## config.mk

```make
export PLATFORM = sky130hd
export DESIGN_NAME = sql_bind_marker_counter_unit
export DESIGN_NICKNAME = d
export VERILOG_FILES = /design/src/design/sbmc_pkg.sv /design/src/design/sbmc_front.sv /design/src/design/sbmc_queue.sv /design/src/design/sbmc_back.sv /design/src/design/sql_bind_marker_counter_unit.sv
export SDC_FILE = /design/constraint.sdc
export NUM_CORES = 1
export LEC_CHECK = 0
export BUFFER_PORTS_ARGS = -buffer_cell sky130_fd_sc_hd__buf_2
export CORE_UTILIZATION = 45
export DETAILED_ROUTE_END_ITERATION = 16
export GPL_TIMING_DRIVEN = 0
export PLACE_DENSITY = 0.76
export REMOVE_ABC_BUFFERS = 1
export SYNTH_ARGS = -nofsm -noshare
export SYNTH_HDL_FRONTEND = slang
export SYNTH_SLANG_ARGS = --single-unit
export TNS_END_PERCENT = 50
```

## constraint.sdc

```tcl
create_clock -name clock -period 2.55 [get_ports clock]
set_input_delay 0.255 -clock clock [delete_from_list [all_inputs] [get_ports clock]]
set_output_delay 0.255 -clock clock [all_outputs]
set_load 0.1 [all_outputs]
```

## src/design/sbmc_pkg.sv

```systemverilog
// Shared types and constants for the SQL bind marker counter.
// Byte class codes, queue item layout and configuration bundle.
// No dependencies.
package sbmc_pkg;

   localparam int COUNT_BITS  = 16;
   localparam int RESULT_BITS = 16;
   localparam int QUEUE_DEPTH = 4;

   localparam logic [COUNT_BITS-1:0] COUNT_MAX = '1;

   // byte classes handed from the front end to the scanner
   localparam int CLS_BITS = 4;
   localparam logic [CLS_BITS-1:0] CLS_OTHER   = 4'd0;
   localparam logic [CLS_BITS-1:0] CLS_ZERO    = 4'd1;
   localparam logic [CLS_BITS-1:0] CLS_QMARK   = 4'd2;
   localparam logic [CLS_BITS-1:0] CLS_DASH    = 4'd3;
   localparam logic [CLS_BITS-1:0] CLS_SLASH   = 4'd4;
   localparam logic [CLS_BITS-1:0] CLS_STAR    = 4'd5;
   localparam logic [CLS_BITS-1:0] CLS_NEWLINE = 4'd6;
   localparam logic [CLS_BITS-1:0] CLS_SQUOTE  = 4'd7;
   localparam logic [CLS_BITS-1:0] CLS_DQUOTE  = 4'd8;
   localparam logic [CLS_BITS-1:0] CLS_BSLASH  = 4'd9;

   // configuration register indexes
   localparam logic CSR_ANSI_QUOTES   = 1'b0;
   localparam logic CSR_NO_BS_ESCAPES = 1'b1;

   typedef struct packed {
      logic [CLS_BITS-1:0] cls;
      logic                last;
   } item_type;

   typedef struct packed {
      logic ansi_quotes;
      logic no_backslash_escapes;
   } cfg_type;

endpackage

```

## src/design/sbmc_front.sv

```systemverilog
// Front end: takes statement bytes and classifies them into byte classes.
// Depends on sbmc_pkg.
module sbmc_front import sbmc_pkg::*; (
   input  logic       clock,
   input  logic       reset,
   input  logic       in_valid,
   output logic       in_ready,
   input  logic [7:0] in_byte,
   input  logic       in_last,
   output logic       out_valid,
   input  logic       out_ready,
   output item_type   out_item
);

   localparam logic [7:0] BYTE_NUL    = 8'h00;
   localparam logic [7:0] BYTE_QMARK  = 8'h3F;
   localparam logic [7:0] BYTE_DASH   = 8'h2D;
   localparam logic [7:0] BYTE_SLASH  = 8'h2F;
   localparam logic [7:0] BYTE_STAR   = 8'h2A;
   localparam logic [7:0] BYTE_LF     = 8'h0A;
   localparam logic [7:0] BYTE_SQUOTE = 8'h27;
   localparam logic [7:0] BYTE_DQUOTE = 8'h22;
   localparam logic [7:0] BYTE_BSLASH = 8'h5C;

   logic     valid_ff, valid_in;
   item_type item_ff, item_in;
   logic     take;

   always_comb begin
      case (in_byte)
         BYTE_NUL:    item_in.cls = CLS_ZERO;
         BYTE_QMARK:  item_in.cls = CLS_QMARK;
         BYTE_DASH:   item_in.cls = CLS_DASH;
         BYTE_SLASH:  item_in.cls = CLS_SLASH;
         BYTE_STAR:   item_in.cls = CLS_STAR;
         BYTE_LF:     item_in.cls = CLS_NEWLINE;
         BYTE_SQUOTE: item_in.cls = CLS_SQUOTE;
         BYTE_DQUOTE: item_in.cls = CLS_DQUOTE;
         BYTE_BSLASH: item_in.cls = CLS_BSLASH;
         default:     item_in.cls = CLS_OTHER;
      endcase
      item_in.last = in_last;
   end

   assign in_ready = !valid_ff || out_ready;
   assign take     = in_valid && in_ready;

   always_comb begin
      valid_in = valid_ff;
      if (take) begin
         valid_in = 1'b1;
      end else if (out_ready) begin
         valid_in = 1'b0;
      end
   end

   always_ff @(posedge clock) begin
      if (reset) begin
         valid_ff <= 1'b0;
      end else begin
         valid_ff <= valid_in;
      end
   end

   always_ff @(posedge clock) begin
      if (take) begin
         item_ff <= item_in;
      end
   end

   assign out_valid = valid_ff;
   assign out_item  = item_ff;

endmodule

```

## src/design/sbmc_queue.sv

```systemverilog
// Short queue of classified bytes between front end and scanner.
// Depends on sbmc_pkg.
module sbmc_queue import sbmc_pkg::*; (
   input  logic     clock,
   input  logic     reset,
   input  logic     wr_valid,
   output logic     wr_ready,
   input  item_type wr_item,
   output logic     rd_valid,
   input  logic     rd_ready,
   output item_type rd_item
);

   localparam int PTR_BITS = $clog2(QUEUE_DEPTH);
   localparam int CNT_BITS = $clog2(QUEUE_DEPTH + 1);

   item_type             slot_ff [QUEUE_DEPTH];
   logic [PTR_BITS-1:0]  wr_ptr_ff, wr_ptr_in;
   logic [PTR_BITS-1:0]  rd_ptr_ff, rd_ptr_in;
   logic [CNT_BITS-1:0]  count_ff, count_in;
   logic                 do_wr, do_rd;

   assign wr_ready = (count_ff != CNT_BITS'(QUEUE_DEPTH));
   assign rd_valid = (count_ff != '0);
   assign do_wr    = wr_valid && wr_ready;
   assign do_rd    = rd_valid && rd_ready;
   assign rd_item  = slot_ff[rd_ptr_ff];

   always_comb begin
      wr_ptr_in = do_wr ? PTR_BITS'((wr_ptr_ff + 1'b1) % QUEUE_DEPTH) : wr_ptr_ff;
      rd_ptr_in = do_rd ? PTR_BITS'((rd_ptr_ff + 1'b1) % QUEUE_DEPTH) : rd_ptr_ff;
      count_in  = count_ff;
      if (do_wr && !do_rd) begin
         count_in = count_ff + 1'b1;
      end else if (do_rd && !do_wr) begin
         count_in = count_ff - 1'b1;
      end
   end

   always_ff @(posedge clock) begin
      if (reset) begin
         wr_ptr_ff <= '0;
         rd_ptr_ff <= '0;
         count_ff  <= '0;
      end else begin
         wr_ptr_ff <= wr_ptr_in;
         rd_ptr_ff <= rd_ptr_in;
         count_ff  <= count_in;
      end
   end

   always_ff @(posedge clock) begin
      if (do_wr) begin
         slot_ff[wr_ptr_ff] <= wr_item;
      end
   end

endmodule

```

## src/design/sbmc_back.sv

```systemverilog
// Scanner: runs the comment/string state machine over byte classes,
// counts markers and holds the finished result. Depends on sbmc_pkg.
module sbmc_back import sbmc_pkg::*; (
   input  logic                   clock,
   input  logic                   reset,
   input  cfg_type                cfg,
   input  logic                   in_valid,
   output logic                   in_ready,
   input  item_type               in_item,
   output logic                   out_valid,
   input  logic                   out_ready,
   output logic [RESULT_BITS-1:0] out_count,
   output logic                   out_saturated
);

   localparam logic [3:0] M_NORMAL     = 4'd0;
   localparam logic [3:0] M_DASH       = 4'd1;
   localparam logic [3:0] M_SLASH      = 4'd2;
   localparam logic [3:0] M_LINE       = 4'd3;
   localparam logic [3:0] M_BLOCK      = 4'd4;
   localparam logic [3:0] M_BLOCK_STAR = 4'd5;
   localparam logic [3:0] M_SQ         = 4'd6;
   localparam logic [3:0] M_SQ_ESC     = 4'd7;
   localparam logic [3:0] M_SQ_END     = 4'd8;
   localparam logic [3:0] M_DQ         = 4'd9;
   localparam logic [3:0] M_DQ_ESC     = 4'd10;
   localparam logic [3:0] M_DQ_END     = 4'd11;
   localparam logic [3:0] M_STOP       = 4'd12;

   logic [3:0]             mode_ff, mode_in, mode_next;
   logic [COUNT_BITS-1:0]  count_ff, count_in, count_next;
   logic                   sat_ff, sat_in, sat_next;
   logic                   out_valid_ff, out_valid_in;
   logic [RESULT_BITS-1:0] out_count_ff;
   logic                   out_sat_ff;
   logic [3:0]             text_mode;
   logic                   text_hit;
   logic                   hit;
   logic                   take;
   logic                   is_esc;

   // byte seen as plain text
   always_comb begin
      text_hit = 1'b0;
      case (in_item.cls)
         CLS_QMARK: begin
            text_mode = M_NORMAL;
            text_hit  = 1'b1;
         end
         CLS_DASH:   text_mode = M_DASH;
         CLS_SLASH:  text_mode = M_SLASH;
         CLS_SQUOTE: text_mode = M_SQ;
         CLS_DQUOTE: text_mode = cfg.ansi_quotes ? M_NORMAL : M_DQ;
         default:    text_mode = M_NORMAL;
      endcase
   end

   assign is_esc = (in_item.cls == CLS_BSLASH) && !cfg.no_backslash_escapes;

   always_comb begin
      hit       = 1'b0;
      mode_next = mode_ff;
      if (in_item.cls == CLS_ZERO || mode_ff == M_STOP) begin
         mode_next = M_STOP;
      end else begin
         case (mode_ff)
            M_DASH: begin
               if (in_item.cls == CLS_DASH) begin
                  mode_next = M_LINE;
               end else begin
                  mode_next = text_mode;
                  hit       = text_hit;
               end
            end
            M_SLASH: begin
               if (in_item.cls == CLS_STAR) begin
                  mode_next = M_BLOCK;
               end else if (in_item.cls == CLS_SLASH) begin
                  mode_next = M_LINE;
               end else begin
                  mode_next = text_mode;
                  hit       = text_hit;
               end
            end
            M_LINE:  mode_next = (in_item.cls == CLS_NEWLINE) ? M_NORMAL : M_LINE;
            M_BLOCK: mode_next = (in_item.cls == CLS_STAR) ? M_BLOCK_STAR : M_BLOCK;
            M_BLOCK_STAR: begin
               if (in_item.cls == CLS_SLASH) begin
                  mode_next = M_NORMAL;
               end else if (in_item.cls == CLS_STAR) begin
                  mode_next = M_BLOCK_STAR;
               end else begin
                  mode_next = M_BLOCK;
               end
            end
            M_SQ: begin
               if (in_item.cls == CLS_SQUOTE) begin
                  mode_next = M_SQ_END;
               end else if (is_esc) begin
                  mode_next = M_SQ_ESC;
               end else begin
                  mode_next = M_SQ;
               end
            end
            M_SQ_ESC: mode_next = M_SQ;
            M_SQ_END: begin
               // doubled quote stays in the string
               if (in_item.cls == CLS_SQUOTE) begin
                  mode_next = M_SQ;
               end else begin
                  mode_next = text_mode;
                  hit       = text_hit;
               end
            end
            M_DQ: begin
               if (in_item.cls == CLS_DQUOTE) begin
                  mode_next = M_DQ_END;
               end else if (is_esc) begin
                  mode_next = M_DQ_ESC;
               end else begin
                  mode_next = M_DQ;
               end
            end
            M_DQ_ESC: mode_next = M_DQ;
            M_DQ_END: begin
               if (in_item.cls == CLS_DQUOTE) begin
                  mode_next = M_DQ;
               end else begin
                  mode_next = text_mode;
                  hit       = text_hit;
               end
            end
            default: begin
               mode_next = text_mode;
               hit       = text_hit;
            end
         endcase
      end
   end

   always_comb begin
      count_next = count_ff;
      sat_next   = sat_ff;
      if (hit) begin
         if (count_ff == COUNT_MAX) begin
            sat_next = 1'b1;
         end else begin
            count_next = count_ff + COUNT_BITS'(1);
         end
      end
   end

   // a last byte needs the result slot free, or freed this cycle
   assign in_ready = !in_item.last || !out_valid_ff || out_ready;
   assign take     = in_valid && in_ready;

   always_comb begin
      mode_in  = mode_ff;
      count_in = count_ff;
      sat_in   = sat_ff;
      if (take) begin
         if (in_item.last) begin
            mode_in  = M_NORMAL;
            count_in = '0;
            sat_in   = 1'b0;
         end else begin
            mode_in  = mode_next;
            count_in = count_next;
            sat_in   = sat_next;
         end
      end
      out_valid_in = out_valid_ff;
      if (take && in_item.last) begin
         out_valid_in = 1'b1;
      end else if (out_ready) begin
         out_valid_in = 1'b0;
      end
   end

   always_ff @(posedge clock) begin
      if (reset) begin
         mode_ff      <= M_NORMAL;
         count_ff     <= '0;
         sat_ff       <= 1'b0;
         out_valid_ff <= 1'b0;
      end else begin
         mode_ff      <= mode_in;
         count_ff     <= count_in;
         sat_ff       <= sat_in;
         out_valid_ff <= out_valid_in;
      end
   end

   always_ff @(posedge clock) begin
      if (take && in_item.last) begin
         out_count_ff <= RESULT_BITS'(count_next);
         out_sat_ff   <= sat_next;
      end
   end

   assign out_valid     = out_valid_ff;
   assign out_count     = out_count_ff;
   assign out_saturated = out_sat_ff;

endmodule

```

## src/design/sql_bind_marker_counter_unit.sv

```systemverilog
// SQL bind marker counter: counts '?' markers outside comments and strings.
// Statement bytes go in through a queue-style port; one result per statement
// comes out through a queue-style port.
//   req_stmt_byte/req_last are transferred when push is high and full is low.
//   A zero byte stops scanning; the count is still given at the last byte.
//   rsp_marker_count/rsp_count_saturated hold the oldest result while empty
//   is low; it is transferred when pop is high.
//   csr_wr_en writes csr_wdata into register csr_index (0: ANSI quotes,
//   1: no backslash escapes); write only while no statement is in flight.
// Throughput: one byte per cycle while results are popped; the scanner state
// machine takes one byte each cycle and the counter updates in the same cycle.
// Result path: the last byte passes the front register and the byte queue,
// then its count is loaded into the result register.
// Receiver stall: the result register holds; bytes keep flowing until a
// further last byte reaches the scanner, then the four-entry byte queue and
// the front register fill and full rises.
// Reset: queues empty, scanner in normal text with count zero, both
// configuration registers cleared. No clearing pass.
module sql_bind_marker_counter_unit import sbmc_pkg::*; (
   input  logic                   clock,
   input  logic                   reset,
   input  logic                   push,
   output logic                   full,
   input  logic [7:0]             req_stmt_byte,
   input  logic                   req_last,
   output logic                   empty,
   input  logic                   pop,
   output logic [RESULT_BITS-1:0] rsp_marker_count,
   output logic                   rsp_count_saturated,
   input  logic                   csr_wr_en,
   input  logic                   csr_index,
   input  logic                   csr_wdata
);

   cfg_type  cfg_ff, cfg_in;
   logic     front_ready;
   logic     front_valid;
   item_type front_item;
   logic     queue_ready;
   logic     queue_valid;
   item_type queue_item;
   logic     back_ready;
   logic     rsp_valid;

   always_comb begin
      cfg_in = cfg_ff;
      if (csr_wr_en) begin
         case (csr_index)
            CSR_ANSI_QUOTES:   cfg_in.ansi_quotes          = csr_wdata;
            CSR_NO_BS_ESCAPES: cfg_in.no_backslash_escapes = csr_wdata;
            default:           cfg_in = cfg_ff;
         endcase
      end
   end

   always_ff @(posedge clock) begin
      if (reset) begin
         cfg_ff <= '0;
      end else begin
         cfg_ff <= cfg_in;
      end
   end

   sbmc_front u_front (
      .clock     (clock),
      .reset     (reset),
      .in_valid  (push),
      .in_ready  (front_ready),
      .in_byte   (req_stmt_byte),
      .in_last   (req_last),
      .out_valid (front_valid),
      .out_ready (queue_ready),
      .out_item  (front_item)
   );

   sbmc_queue u_queue (
      .clock    (clock),
      .reset    (reset),
      .wr_valid (front_valid),
      .wr_ready (queue_ready),
      .wr_item  (front_item),
      .rd_valid (queue_valid),
      .rd_ready (back_ready),
      .rd_item  (queue_item)
   );

   sbmc_back u_back (
      .clock         (clock),
      .reset         (reset),
      .cfg           (cfg_ff),
      .in_valid      (queue_valid),
      .in_ready      (back_ready),
      .in_item       (queue_item),
      .out_valid     (rsp_valid),
      .out_ready     (pop),
      .out_count     (rsp_marker_count),
      .out_saturated (rsp_count_saturated)
   );

   assign full  = !front_ready;
   assign empty = !rsp_valid;

`ifndef SYNTHESIS
   a_reset_clears : assert property (@(posedge clock) reset |=> empty && !full)
      else $error("queues not cleared after reset");

   a_sat_at_max : assert property (@(posedge clock) disable iff (reset)
      !empty && rsp_count_saturated |-> rsp_marker_count == RESULT_BITS'(COUNT_MAX))
      else $error("saturated result without maximum count");

   a_cfg_write : assert property (@(posedge clock) disable iff (reset)
      csr_wr_en && csr_index == CSR_ANSI_QUOTES |=> cfg_ff.ansi_quotes == $past(csr_wdata))
      else $error("configuration write lost");
`endif

endmodule

```

==> metrics.cfg <==
[power]
power.density_nw_per_um2 = 1018
power_switching_mw = 2.198
p_comb_frac = 0.455
p_total_mw = 4.750
pwr-share-clk = 0.195
ir_worst_vdd_v = 0.0006048
leakagePower_nw = 1.760
p_sw_frac = 0.4627
seq_power_share = 0.350
internal-power_mw = 2.552

[critical_path]
startpoint_type = flop
crit_required_ns = 2.85
end_kind = flop
cp_slowest_cell = mux4_2
path_cells = buf_4, mux4_2, nand4_4, or3_4, or4_1, nand3_1
crit_type = flop to flop
worst_path_largest_cell_delay_ns = 0.52
critPathMaxFanout = 11
critPathArrivalTime_ns = 2.76

[grt]
track_usage = 0.1890
antenna_found_initial = 0
grt_pass1_vias = 3137
grt_first_pass_wirelength_um = 14440
grt-ovfl-total = 0
grt_max_degree = 22

[final_layout]
final_nets = 469
antenna_cells = 0
post-route-util = 0.5352
design_area_um2 = 4667
syn_to_final_growth_pct = 15.62
drive_gt1_frac = 0.2106
final_cells = 559

[place]
placed_area_um2 = 4264
placedCellCount = 527
dp_slack_ns = -0.8200
dp_hpwl_um = 5697
gp_congestion = 0.8273
io_buffer_count = 34

[detailed_routing]
drt_iter0_markers = 151
avgViaCountPerCell = 5.810
routedWlPerCell_um = 15.31
dr_total_vias = 3248
drc = 0
dr.pass1.iters = 5
drt-total-wl_um = 8559
antenna_left = 0

[synthesis]
synth_seq_cells = 76
yosysTopAreaCellShare = 0.3125
ys_types = 74
ys_seq_area_frac = 0.4811
synth-main-ff-cell = edfxtp_1
syn_avg_cell_area_um2 = 9.942
syn_inst = 406
synth_area_um2 = 4036
synth_area_leaders = edfxtp_1, dfxtp_1, nand2_1
yosys-top-cells-count = edfxtp_1, nand2_1, nor2_1
synth_edf_count = 42
yosysMostFrequentCell = edfxtp_1
async_flop_share = 0
yosysTopAreaCell = edfxtp_1
yosys_warnings = 0

[timing]
post-route-min-period_ns = 2.459
slew_viol_final = 0
worst_slack_ns = 0.09133
period_share = 0.9642
setup_violations = 0
worstMarginPinSlew_ns = 0.7919
skew_ns = 0.006510
slew-limit-headroom = 0.4720
max_freq_ghz = 0.4067
hold_viol_final = 0

[floorplan]
io_pins = 35
die_y_um = 96.71
rows = 34
dieArea_um2 = 9353
coreArea_um2 = 8721
die_x_um = 96.71
start_util = 0.4628

[clock_tree]
cts_tree = yes
cts_inserted_buffers = 9
cts-root-buf = clkbuf_8
cts.clk_slew.worst_paths_ns = 0.08
clkSinkCount = 76
cts_buffer_depth = 2
clk_latency_ns = 0.36
htreeDepth = 3

[outcome]
status = completed

[run]
maxCapViolations = 0

[min_path]
hold_start = req_last
hold_path.class = primary input to flop

registers in the layout (all words and copies together), names as in the netlist, 3 cells and up, named ones only:
register          cells
u_queue.slot_ff      20
u_back.count_ff      16
u_back.mode_ff        4
u_back.out_count     16
u_front.out_item      5
u_queue.count_ff      3
logic make-up (layout without fill, tap and decap cells):
family / count (synthesis) / count (layout) / synth area share
adder cells (fa/ha/maj): 8 / 8 / 0.02604
AND/OR/NAND/NOR: 173 / 174 / 0.2266
AO/OA/AOI/OAI: 84 / 84 / 0.1435
flip-flops: 76 / 76 / 0.4811
multiplexers: 14 / 14 / 0.05146
XOR/XNOR: 17 / 17 / 0.03689
buffers and inverters: 34 / 78 / 0.03440
routing by layer:
| layer | global-route usage | wire length, um | vias to the layer above |
|---|---|---|---|
| li1 | - | - | 1596 |
| met1 | 0.2356 | 3774 | 1543 |
| met2 | 0.3147 | 4229 | 96 |
| met3 | 0.04191 | 430 | 13 |
| met4 | 0.08266 | 125 | 0 |
| met5 | 0 | 0 | - |
cell type report:
type | count | area [um^2]
Fill cell | 756 | 4054
Inverter | 12 | 47.55
Multi-Input combinational cell | 297 | 2043
Sequential cell | 76 | 1949
Clock inverter | 7 | 73.82
Tap cell | 108 | 135.1
Timing Repair Buffer | 50 | 294.0
Clock buffer | 9 | 123.9
power by group through the flow:
stage	sequential [mW]	clock, mW	combinational [mW]
2_1_floorplan	2.38	0	0.838
3_3_place_gp	1.67	0	1.87
3_5_place_dp	1.68	0	1.92
4_1_cts	1.66	0.940	2.06
5_1_grt	1.69	0.988	2.30
6_report	1.66	0.926	2.16
worst max-delay path, delay by kind of cell (launching register included):
family | cells | cell delay [ns]
buffers and inverters | 1 | 0.15
DFF | 1 | 0.39
muxes | 1 | 0.52
and+or+nand+nor | 4 | 1.33
what timing repair did:
action,CTS,global route
hold buffers,0,0
buffers inserted,6,9
setup endpoints to repair,55,34
gates resized for setup,11,9
pin swaps,3,3
cloned,1,0
through the flow:
stage                     hold WS, ns    TNS (ns)
final                         0.08183           0
after detailed placement       0.4402      -24.65
after CTS                     0.07827           0
after global placement         0.4377      -29.84
after global routing          0.07244  -0.0003990
after floorplan                0.3241      -6.432
worst paths after layout:
kind	slack (ns)	cells past startpoint	to
min	0.08	1	u_front.out_item[0]$_DFFE_PP_
max	0.09	6	u_back.count_ff[4]$_SDFFE_PP0P_
min reg2reg	0.47	2	cfg_ff[0]$_SDFFE_PP0P_
max reg2reg	0.09	6	u_back.count_ff[4]$_SDFFE_PP0P_
cell usage in the layout (no fill, tap or decap), drive strengths merged, types with 13 or more instances in the layout:
master	instances
a21oi	16
and3	15
buf	50
dfxtp	34
edfxtp	42
inv	13
nand2	41
nor2	40
nor3	14
o21ai	14
Note: power is estimated with default switching activity, not from simulation.
